$ cat src/rtl/cfs_pkg.sv
`default_nettype none
package cfs_pkg;

    // Fixed formats
    localparam int SAMPLE_W   = 24;
    localparam int NUM_OUT    = 3;
    localparam int CH_W       = 2;
    localparam int GAIN_W     = 17;
    localparam int SHAPE_W    = 16;
    localparam int CFG_IDX_W  = 3;
    localparam int SINE_DEPTH = 256;
    localparam int SINE_AW    = $clog2(SINE_DEPTH);
    localparam int DIV_STEPS  = 33;
    localparam int DIV_CNT_W  = $clog2(DIV_STEPS);
    localparam logic [GAIN_W-1:0] UNITY = GAIN_W'(65536);
    localparam longint unsigned HALF_PI_Q30 = 64'd1686629713;

    // Reciprocals of the Taylor divisors (2n)(2n+1), n = 1..7, scaled by
    // 2^RECIP_SHIFT; exact floor division for dividends below 2^33
    localparam int RECIP_SHIFT = 41;
    localparam longint unsigned TAYLOR_RECIP [7] = '{
        ((64'd1 << RECIP_SHIFT) + 64'd5)   / 64'd6,
        ((64'd1 << RECIP_SHIFT) + 64'd19)  / 64'd20,
        ((64'd1 << RECIP_SHIFT) + 64'd41)  / 64'd42,
        ((64'd1 << RECIP_SHIFT) + 64'd71)  / 64'd72,
        ((64'd1 << RECIP_SHIFT) + 64'd109) / 64'd110,
        ((64'd1 << RECIP_SHIFT) + 64'd155) / 64'd156,
        ((64'd1 << RECIP_SHIFT) + 64'd209) / 64'd210
    };

    // Register indexes
    localparam logic [CFG_IDX_W-1:0] CFG_STEP_A  = 3'd0;
    localparam logic [CFG_IDX_W-1:0] CFG_STEP_B  = 3'd1;
    localparam logic [CFG_IDX_W-1:0] CFG_STEP_C  = 3'd2;
    localparam logic [CFG_IDX_W-1:0] CFG_SHAPE_A = 3'd3;
    localparam logic [CFG_IDX_W-1:0] CFG_SHAPE_B = 3'd4;
    localparam logic [CFG_IDX_W-1:0] CFG_SHAPE_C = 3'd5;

    typedef logic [15:0] t_sine_table [SINE_DEPTH];

    // Datapath operations
    typedef enum logic [3:0] {
        OP_NONE, OP_LOAD, OP_STEP, OP_SINE, OP_SHAPE, OP_GAIN,
        OP_ZERO, OP_MUL, OP_DIV, OP_SCALE, OP_OUT
    } t_op;

    typedef struct packed {
        t_op             op;
        logic [CH_W-1:0] j;
    } t_cmd;

    typedef struct packed {
        logic            complete;
        logic            raise;
        logic            den_zero;
        logic            div_last;
        logic            out_free;
        logic [CH_W-1:0] ch;
    } t_stat;

    // Quarter sine in Q0.16 from a Q30 Taylor series, evaluated at elaboration
    function automatic t_sine_table build_sine();
        t_sine_table     tbl;
        longint unsigned x;
        longint unsigned term;
        longint          sum;
        longint          e;
        logic [79:0]     qp;
        for (int k = 0; k < SINE_DEPTH; k++) begin
            x    = (HALF_PI_Q30 * longint'(k)) / SINE_DEPTH;
            term = x;
            sum  = longint'(x);
            for (int n = 1; n <= 7; n++) begin
                term = (((term * x) >> 30) * x) >> 30;
                qp   = 80'(term) * 80'(TAYLOR_RECIP[n - 1]);
                term = 64'(qp >> RECIP_SHIFT);
                if (n % 2 == 1) sum = sum - longint'(term);
                else            sum = sum + longint'(term);
            end
            if (sum < 0) sum = 0;
            e = (sum + 8192) >>> 14;
            if (e > 65535) e = 65535;
            tbl[k] = 16'(e);
        end
        return tbl;
    endfunction

    localparam t_sine_table SINE_TABLE = build_sine();

endpackage
`default_nettype wire

$ cat src/rtl/cfs_ctrl.sv
`default_nettype none
module cfs_ctrl (
    input  wire logic          i_clk,
    input  wire logic          i_rst_n,
    input  wire logic          i_in_valid,
    input  wire cfs_pkg::t_stat i_stat,
    output cfs_pkg::t_cmd      o_cmd,
    output logic               o_busy
);
    import cfs_pkg::*;

    typedef enum logic [3:0] {
        ST_IDLE, ST_CHECK, ST_SINE, ST_SHAPE, ST_GAIN, ST_DECIDE,
        ST_XFER, ST_DIV, ST_SCALE, ST_OUT
    } t_state;

    localparam logic [CH_W-1:0] J_LAST = CH_W'(NUM_OUT - 1);

    t_state          r_state, n_state;
    logic [CH_W-1:0] r_j, n_j;

    assign o_busy = (r_state != ST_IDLE);

    // Sequencer
    always_comb begin
        n_state  = r_state;
        n_j      = r_j;
        o_cmd.op = OP_NONE;
        o_cmd.j  = r_j;
        unique case (r_state)
            ST_IDLE: begin
                if (i_in_valid) begin
                    o_cmd.op = OP_LOAD;
                    n_state  = ST_CHECK;
                end
            end
            ST_CHECK: begin
                o_cmd.j = i_stat.ch;
                if (i_stat.complete) begin
                    n_j     = '0;
                    n_state = ST_SCALE;
                end else begin
                    o_cmd.op = OP_STEP;
                    n_state  = ST_SINE;
                end
            end
            ST_SINE: begin
                o_cmd.j  = i_stat.ch;
                o_cmd.op = OP_SINE;
                n_state  = ST_SHAPE;
            end
            ST_SHAPE: begin
                o_cmd.j  = i_stat.ch;
                o_cmd.op = OP_SHAPE;
                n_state  = ST_GAIN;
            end
            ST_GAIN: begin
                o_cmd.j  = i_stat.ch;
                o_cmd.op = OP_GAIN;
                n_state  = ST_DECIDE;
            end
            ST_DECIDE: begin
                n_j     = '0;
                n_state = i_stat.raise ? ST_XFER : ST_SCALE;
            end
            ST_XFER: begin
                if (r_j != i_stat.ch && !i_stat.den_zero) begin
                    o_cmd.op = OP_MUL;
                    n_state  = ST_DIV;
                end else begin
                    if (r_j != i_stat.ch) o_cmd.op = OP_ZERO;
                    n_j     = (r_j == J_LAST) ? '0 : r_j + 1'b1;
                    n_state = (r_j == J_LAST) ? ST_SCALE : ST_XFER;
                end
            end
            ST_DIV: begin
                o_cmd.op = OP_DIV;
                if (i_stat.div_last) begin
                    n_j     = (r_j == J_LAST) ? '0 : r_j + 1'b1;
                    n_state = (r_j == J_LAST) ? ST_SCALE : ST_XFER;
                end
            end
            ST_SCALE: begin
                o_cmd.op = OP_SCALE;
                n_j      = (r_j == J_LAST) ? '0 : r_j + 1'b1;
                if (r_j == J_LAST) n_state = ST_OUT;
            end
            ST_OUT: begin
                if (i_stat.out_free) begin
                    o_cmd.op = OP_OUT;
                    n_state  = ST_IDLE;
                end
            end
            default: n_state = ST_IDLE;
        endcase
    end

    always_ff @(posedge i_clk) begin
        if (!i_rst_n) begin
            r_state <= ST_IDLE;
            r_j     <= '0;
        end else begin
            r_state <= n_state;
            r_j     <= n_j;
        end
    end

endmodule
`default_nettype wire

$ cat src/rtl/cfs_dp.sv
`default_nettype none
module cfs_dp (
    input  wire logic                          i_clk,
    input  wire logic                          i_rst_n,
    input  wire cfs_pkg::t_cmd                 i_cmd,
    output cfs_pkg::t_stat                     o_stat,
    input  wire logic signed [cfs_pkg::SAMPLE_W-1:0] i_sample,
    input  wire logic [cfs_pkg::CH_W-1:0]      i_channel,
    input  wire logic                          i_cfg_we,
    input  wire logic [cfs_pkg::CFG_IDX_W-1:0] i_cfg_index,
    input  wire logic [cfs_pkg::GAIN_W-1:0]    i_cfg_data,
    input  wire logic                          i_out_stall,
    output logic                               o_out_valid,
    output logic signed [cfs_pkg::SAMPLE_W-1:0] o_out [cfs_pkg::NUM_OUT]
);
    import cfs_pkg::*;

    localparam int LOW_W = 16 - SINE_AW;

    // Configuration and state
    logic [GAIN_W-1:0]         r_step  [NUM_OUT];
    logic signed [SHAPE_W-1:0] r_shape [NUM_OUT];
    logic [GAIN_W-1:0]         r_gain  [NUM_OUT];
    logic [GAIN_W-1:0]         r_pos;
    logic [CH_W-1:0]           r_last;

    // Per-item working registers
    logic signed [SAMPLE_W-1:0] r_sample;
    logic [CH_W-1:0]            r_ch;
    logic                       r_complete;
    logic [GAIN_W-1:0]          r_sin;
    logic signed [36:0]         r_prod;
    logic                       r_raise;
    logic                       r_den_zero;
    logic [GAIN_W-1:0]          r_delta;
    logic [GAIN_W-1:0]          r_den;
    logic [32:0]                r_quo;
    logic [GAIN_W-1:0]          r_rem;
    logic [DIV_CNT_W-1:0]       r_cnt;
    logic signed [SAMPLE_W-1:0] r_res [NUM_OUT];
    logic                       r_out_valid;

    // Load: resolve selection
    logic [CH_W-1:0] ld_ch;
    always_comb begin
        ld_ch = (i_channel >= CH_W'(NUM_OUT)) ? r_last : i_channel;
    end

    // Position advance
    logic [GAIN_W:0]   pos_sum;
    logic [GAIN_W-1:0] pos_new;
    always_comb begin
        pos_sum = {1'b0, r_pos} + {1'b0, r_step[i_cmd.j]};
        if (r_step[i_cmd.j] == '0)      pos_new = UNITY;
        else if (pos_sum > {1'b0, UNITY}) pos_new = UNITY;
        else                            pos_new = pos_sum[GAIN_W-1:0];
    end

    // Sine lookup with linear interpolation
    logic [GAIN_W-1:0]  sq;
    logic [SINE_AW-1:0] s_idx;
    logic [GAIN_W-1:0]  s_a, s_b;
    logic [GAIN_W+LOW_W-1:0] s_mul;
    logic [GAIN_W-1:0]  sin_new;
    always_comb begin
        sq    = r_shape[i_cmd.j][SHAPE_W-1] ? UNITY - r_pos : r_pos;
        s_idx = sq[15 -: SINE_AW];
        s_a   = {1'b0, SINE_TABLE[s_idx]};
        s_b   = (s_idx == SINE_AW'(SINE_DEPTH - 1)) ? UNITY
                : {1'b0, SINE_TABLE[s_idx + 1'b1]};
        if (s_b < s_a) s_b = s_a;
        s_mul = (s_b - s_a) * sq[LOW_W-1:0];
        if (sq[GAIN_W-1]) sin_new = UNITY;
        else sin_new = s_a + GAIN_W'(s_mul >> LOW_W);
    end

    // Shape bend product
    logic signed [18:0] sh_d;
    logic [GAIN_W-1:0]  sh_m;
    always_comb begin
        if (!r_shape[i_cmd.j][SHAPE_W-1]) begin
            sh_d = $signed({2'b0, r_sin}) - $signed({2'b0, r_pos});
            sh_m = {1'b0, r_shape[i_cmd.j]};
        end else begin
            sh_d = $signed({2'b0, UNITY}) - $signed({2'b0, r_sin})
                   - $signed({2'b0, r_pos});
            sh_m = GAIN_W'(-$signed({r_shape[i_cmd.j][SHAPE_W-1], r_shape[i_cmd.j]}));
        end
    end

    // Target gain, clamped
    logic signed [36:0] g_sum;
    logic [GAIN_W-1:0]  g_new;
    always_comb begin
        g_sum = $signed({20'b0, r_pos}) + (r_prod >>> 15);
        if (g_sum < 0)                              g_new = '0;
        else if (g_sum > $signed({20'b0, UNITY}))   g_new = UNITY;
        else                                        g_new = g_sum[GAIN_W-1:0];
    end

    // Restoring divider step
    logic [GAIN_W:0]   dv_sh;
    logic              dv_ge;
    logic [GAIN_W-1:0] dv_rem;
    logic [32:0]       dv_quo;
    logic              dv_last;
    always_comb begin
        dv_sh   = {r_rem, r_quo[32]};
        dv_ge   = dv_sh >= {1'b0, r_den};
        dv_rem  = dv_ge ? GAIN_W'(dv_sh - {1'b0, r_den}) : dv_sh[GAIN_W-1:0];
        dv_quo  = {r_quo[31:0], dv_ge};
        dv_last = (r_cnt == DIV_CNT_W'(DIV_STEPS - 1));
    end

    // Output scaling with saturation
    logic [GAIN_W-1:0]          sc_g;
    logic signed [SAMPLE_W+GAIN_W:0] sc_p;
    logic signed [SAMPLE_W+GAIN_W:0] sc_v;
    logic signed [SAMPLE_W-1:0] sc_res;
    localparam logic signed [SAMPLE_W+GAIN_W:0] S_HI = (1 <<< (SAMPLE_W - 1)) - 1;
    localparam logic signed [SAMPLE_W+GAIN_W:0] S_LO = -(1 <<< (SAMPLE_W - 1));
    always_comb begin
        if (r_complete) sc_g = (i_cmd.j == r_ch) ? UNITY : '0;
        else            sc_g = r_gain[i_cmd.j];
        sc_p = r_sample * $signed({1'b0, sc_g});
        sc_v = sc_p >>> 16;
        if (sc_v > S_HI)      sc_res = S_HI[SAMPLE_W-1:0];
        else if (sc_v < S_LO) sc_res = S_LO[SAMPLE_W-1:0];
        else                  sc_res = sc_v[SAMPLE_W-1:0];
    end

    // Control state: config, position, gains, selection, output valid
    always_ff @(posedge i_clk) begin
        if (!i_rst_n) begin
            for (int k = 0; k < NUM_OUT; k++) begin
                r_step[k]  <= '0;
                r_shape[k] <= '0;
                r_gain[k]  <= (k == 0) ? UNITY : '0;
            end
            r_pos       <= '0;
            r_last      <= '0;
            r_out_valid <= 1'b0;
        end else begin
            if (i_cfg_we) begin
                unique case (i_cfg_index)
                    CFG_STEP_A:  r_step[0]  <= i_cfg_data;
                    CFG_STEP_B:  r_step[1]  <= i_cfg_data;
                    CFG_STEP_C:  r_step[2]  <= i_cfg_data;
                    CFG_SHAPE_A: r_shape[0] <= i_cfg_data[SHAPE_W-1:0];
                    CFG_SHAPE_B: r_shape[1] <= i_cfg_data[SHAPE_W-1:0];
                    CFG_SHAPE_C: r_shape[2] <= i_cfg_data[SHAPE_W-1:0];
                    default: ;
                endcase
            end
            // Set on an output load, held while stalled, cleared after transfer
            r_out_valid <= (i_cmd.op == OP_OUT) || (r_out_valid && i_out_stall);
            case (i_cmd.op)
                OP_LOAD: begin
                    r_last <= ld_ch;
                    if (ld_ch != r_last) r_pos <= '0;
                end
                OP_STEP: r_pos <= pos_new;
                OP_GAIN: if (g_new > r_gain[i_cmd.j]) r_gain[i_cmd.j] <= g_new;
                OP_ZERO: r_gain[i_cmd.j] <= '0;
                OP_DIV: begin
                    if (dv_last) begin
                        r_gain[i_cmd.j] <= (dv_quo >= {16'b0, r_gain[i_cmd.j]}) ? '0
                                           : r_gain[i_cmd.j] - GAIN_W'(dv_quo);
                    end
                end
                default: ;
            endcase
        end
    end

    // Working registers, no reset needed
    always_ff @(posedge i_clk) begin
        case (i_cmd.op)
            OP_LOAD: begin
                r_sample   <= i_sample;
                r_ch       <= ld_ch;
                r_complete <= (ld_ch == r_last) && r_pos[GAIN_W-1];
            end
            OP_SINE:  r_sin  <= sin_new;
            OP_SHAPE: r_prod <= sh_d * $signed({1'b0, sh_m});
            OP_GAIN: begin
                r_raise    <= g_new > r_gain[i_cmd.j];
                r_delta    <= g_new - r_gain[i_cmd.j];
                r_den      <= UNITY - g_new;
                r_den_zero <= (g_new == UNITY);
            end
            OP_MUL: begin
                r_quo <= {16'b0, r_delta} * {16'b0, r_gain[i_cmd.j]};
                r_rem <= '0;
                r_cnt <= '0;
            end
            OP_DIV: begin
                r_quo <= dv_quo;
                r_rem <= dv_rem;
                r_cnt <= r_cnt + 1'b1;
            end
            OP_SCALE: r_res[i_cmd.j] <= sc_res;
            OP_OUT:   o_out <= r_res;
            default: ;
        endcase
    end

    assign o_out_valid     = r_out_valid;
    assign o_stat.complete = r_complete;
    assign o_stat.raise    = r_raise;
    assign o_stat.den_zero = r_den_zero;
    assign o_stat.div_last = dv_last;
    assign o_stat.out_free = !r_out_valid || !i_out_stall;
    assign o_stat.ch       = r_ch;

endmodule
`default_nettype wire

$ cat src/rtl/crossfade_output_switch.sv
// Channel  Dir  Handshake           Payload
// in       in   i_in_valid/o_in_stall   i_sample, i_channel
// out      out  o_out_valid/i_out_stall o_out_a, o_out_b, o_out_c
// cfg      in   i_cfg_valid/o_cfg_ready i_cfg_index, i_cfg_data
//
// One sample at a time. Each input steps the position, looks up the sine, bends
// it by the shape and forms the target gain before the outputs are scaled; once
// the fade is complete it goes straight to scaling. When a fade raises the selected
// gain, each other output adds a multiply and 33 divider steps, or a clear if the divisor is zero.
// Synchronous active-low reset restores gains (A at one) and clears config.
// A finished result waits in the output register while the next sample
// is taken; the sequencer holds before its output load until that slot frees.
`default_nettype none
module crossfade_output_switch (
    input  wire logic                          i_clk,
    input  wire logic                          i_rst_n,
    input  wire logic                          i_in_valid,
    output logic                               o_in_stall,
    input  wire logic signed [cfs_pkg::SAMPLE_W-1:0] i_sample,
    input  wire logic [cfs_pkg::CH_W-1:0]      i_channel,
    output logic                               o_out_valid,
    input  wire logic                          i_out_stall,
    output logic signed [cfs_pkg::SAMPLE_W-1:0] o_out_a,
    output logic signed [cfs_pkg::SAMPLE_W-1:0] o_out_b,
    output logic signed [cfs_pkg::SAMPLE_W-1:0] o_out_c,
    input  wire logic                          i_cfg_valid,
    output logic                               o_cfg_ready,
    input  wire logic [cfs_pkg::CFG_IDX_W-1:0] i_cfg_index,
    input  wire logic [cfs_pkg::GAIN_W-1:0]    i_cfg_data
);
    import cfs_pkg::*;

    t_cmd  cmd;
    t_stat stat;
    logic  busy;
    logic signed [SAMPLE_W-1:0] outs [NUM_OUT];

    assign o_cfg_ready = 1'b1;
    assign o_in_stall  = busy;
    assign o_out_a     = outs[0];
    assign o_out_b     = outs[1];
    assign o_out_c     = outs[2];

    cfs_ctrl u_ctrl (
        .i_clk      (i_clk),
        .i_rst_n    (i_rst_n),
        .i_in_valid (i_in_valid),
        .i_stat     (stat),
        .o_cmd      (cmd),
        .o_busy     (busy)
    );

    cfs_dp u_dp (
        .i_clk       (i_clk),
        .i_rst_n     (i_rst_n),
        .i_cmd       (cmd),
        .o_stat      (stat),
        .i_sample    (i_sample),
        .i_channel   (i_channel),
        .i_cfg_we    (i_cfg_valid && o_cfg_ready),
        .i_cfg_index (i_cfg_index),
        .i_cfg_data  (i_cfg_data),
        .i_out_stall (i_out_stall),
        .o_out_valid (o_out_valid),
        .o_out       (outs)
    );

    // A transfer in always starts a busy period
    a_busy_after_load: assert property (@(posedge i_clk) disable iff (!i_rst_n)
        (i_in_valid && !o_in_stall) |=> o_in_stall)
        else $error("no busy after input transfer");

    // The output register is loaded only when its slot is free
    a_out_slot: assert property (@(posedge i_clk) disable iff (!i_rst_n)
        (cmd.op == OP_OUT) |-> (!o_out_valid || !i_out_stall))
        else $error("output overwritten while stalled");

    // A new result follows an output load
    a_out_set: assert property (@(posedge i_clk) disable iff (!i_rst_n)
        (cmd.op == OP_OUT) |=> o_out_valid)
        else $error("output valid missing after load");

endmodule
`default_nettype wire

$ cat config.mk
export PLATFORM = sky130hd
export DESIGN_NAME = crossfade_output_switch
export DESIGN_NICKNAME = d
export VERILOG_FILES = /design/src/rtl/cfs_pkg.sv /design/src/rtl/cfs_ctrl.sv /design/src/rtl/cfs_dp.sv /design/src/rtl/crossfade_output_switch.sv
export SDC_FILE = /design/constraint.sdc
export NUM_CORES = 2
export LEC_CHECK = 0
export ABC_AREA = 1
export BUFFER_PORTS_ARGS = -buffer_cell sky130_fd_sc_hd__buf_4
export CORE_AREA = 2 2 378 380
export DETAILED_ROUTE_END_ITERATION = 10
export DIE_AREA = 0 0 380 382
export PLACE_DENSITY = 0.72
export SYNTH_ARGS = -nofsm -noshare
export SYNTH_HDL_FRONTEND = slang
export SYNTH_SLANG_ARGS = --single-unit
$ cat constraint.sdc
create_clock -name i_clk -period 13.52 [get_ports i_clk]
set_input_delay 3.38 -clock i_clk [delete_from_list [all_inputs] [get_ports i_clk]]
set_output_delay 3.38 -clock i_clk [all_outputs]
set_load 0.02 [all_outputs]
==> results.toml <==
[timing]
tightestPinTransition_ns = 1.25
fin_crit_sh_pct = 94.7
fin_tns_setup_ns = 0
hold_slack_ns = 0.367
fmax_mhz = 78.1
clock_skew_ns = 0.0643
fin_crit_ns = 12.81
setup_viol = 0
relSlewSlack_pct = 17.0
hold_viol = 0
fin_ws_ns = 0.712
drv_slew = 0

[critical_path]
path_buf_inv = 14
crit_top_cell = "nand2_1"
cp_top_family = "simple AND/OR/NAND/NOR gates"
start_kind = "flop"
end_kind = "flop"
cp.required_ns = 13.95
crit_path_max_fanout = 36
arrival_ns = 13.24
worst-setup-path-type = "flop to flop"
cp_slowest_cell = "or4_1"
slowest_delay_ns = 0.52

[final_layout]
multiInputGateArea_mm2 = 0.0518
layout_commonest_cell = "nand2_1"
drive_above_1_share_pct = 6.81
fin_cells = 11300
seq_area_mm2 = 0.0146
nets = 11000
num-fill-cells = 13000
mostFrequentLayoutCells = "1,899 x nand2_1, 1,841 x inv_1, 1,065 x fa_1"
area_growth_pct = 8.45

[grt]
grt_pass1_vias = 66400
grt_max_degree = 74
grt_usage_pct = 33.8
antenna_found_initial = 4
grt_pass1_wl_um = 380000
grt-ovfl-total = 0

[clock_tree]
cts.clk_slew.worst_paths_ns = 0.06
cts.hold.buffers_added = 0
cts_root_buf = "clkbuf_16"
cts_sinks = 495
clk_latency_ns = 0.70
ctsHtreeMaxLevel = 2
numCtsBuffers = 54
cts_tree = "yes"
cts_buffer_depth = 3

[status]
outcome = "finished clean"

[synth]
ys_seq_area_share_pct = 19.6
synth-async-reset-ratio_pct = 0
syn_inst = 9218
avgSynthCellArea_um2 = 8.07
synth_area_leaders = "fa_1 29%, edfxtp_1 19%, nand2_1 9.7%"
synthFlopType = "edfxtp_1"
synth_top_cell_area_share_pct = 28.7
synth_area_mm2 = 0.0744
ys_warn_count = 0
synth_cell_types = 71
synth_seq_cells = 495
yosysTopAreaCell = "fa_1"
synth_edf_count = 469

[drt]
viasPerCell = 5.76
drc_errors = 0
drt_iter0_markers = 6946
ant_nets = 0
num_vias = 65100
wl_um = 245000
wl_per_cell_um = 21.6
drt_first_pass_iters = 8

[die]
core_mm2 = 0.141
initial_core_util_pct = 52.8
die_width_um = 380
io_pins = 126
die_h_um = 382
rows = 138
die_area_mm2 = 0.145

[flow_run]
maxCapViolations = 0

[worst_hold_path]
hp-class = "flop to flop"

[placement]
pre_cts_slack_ns = 0.0566
port_buffers = 124
dp_hpwl_um = 194000
placed_cells = 11200
gp_congestion = 1.03
==> state kept, by name (all words and copies together) (netlist names), 22 cells and up <==
register	cells
u_dp.r_gain	68
u_dp.r_sample	24
u_dp.o_out	72
u_dp.r_shape	48
u_dp.r_prod	22
u_dp.r_quo	33
u_dp.r_step	51
u_dp.r_res	72
==> cell usage after synthesis, types with 79 or more instances <==
library cell,count
o21ai_0,368
xor2_1,182
ha_1,539
fa_1,1065
edfxtp_1,469
clkbuf_1,177
nand3_1,423
nand2_1,1916
inv_1,1844
buf_2,79
nor2_1,929
a21oi_1,466
==> routing by layer <==
layer  GRT usage, %  routed length, µm  up-vias  share of wire (%)
met4           15.5              13300        6                5.4
met3           6.95              23800      807                9.7
met2           53.9             111000     3303                 46
met5              0                 37        -              0.015
li1               -                  -    29100                  -
met1           44.4              96100    31900                 39
==> cell type report <==
| cell class | instances | share of cell area (%) |
|---|---|---|
| Antenna cell | 3 | 0.00931 |
| Clock inverter | 35 | 0.444 |
| Inverter | 1877 | 8.74 |
| Timing Repair Buffer | 375 | 3.80 |
| Sequential cell | 495 | 18.1 |
| Clock buffer | 62 | 1.71 |
| Multi-Input combinational cell | 6566 | 64.3 |
| Tap cell | 1890 | 2.93 |
==> cells by family after synthesis <==
family,share of synthesized area (%)
adders and majority gates,37.7
buffers and inverters,11.2
DFF,19.6
AOI/OAI and AO/OA,8.98
and+or+nand+nor,19.4
xor gates and xnor gates,3.02
other,0.0101
==> repair_timing <==
| item | CTS | global route |
|---|---|---|
| setup endpoints to repair | 0 | 9 |
| resized for setup | 0 | 98 |
| buffers inserted | 0 | 4 |
==> per-stage QoR <==
stage | area [µm²] | util, %
3_5_place_dp | 78500 | 55.7
5_1_grt | 80600 | 57.2
3_3_place_gp | 78500 | 55.7
2_1_floorplan | 74400 | -
6_report | 80700 | 57.2
4_1_cts | 80200 | 57.0
==> worst paths after layout <==
kind / from / cells after the start / to / slack, ns
worst min-delay path: u_dp.r_res[63] / 0 / u_dp.o_out[63] / 0.37
worst min register to register: u_dp.r_res[63] / 0 / u_dp.o_out[63] / 0.37
worst max register to register: u_ctrl.r_state[1] / 74 / u_dp.r_sin[16] / 0.71
worst max-delay path: u_ctrl.r_state[1] / 74 / u_dp.r_sin[16] / 0.71
Power is not shown: default switching activity piles up to over one toggle a cycle in this logic, so the estimate is an artifact.
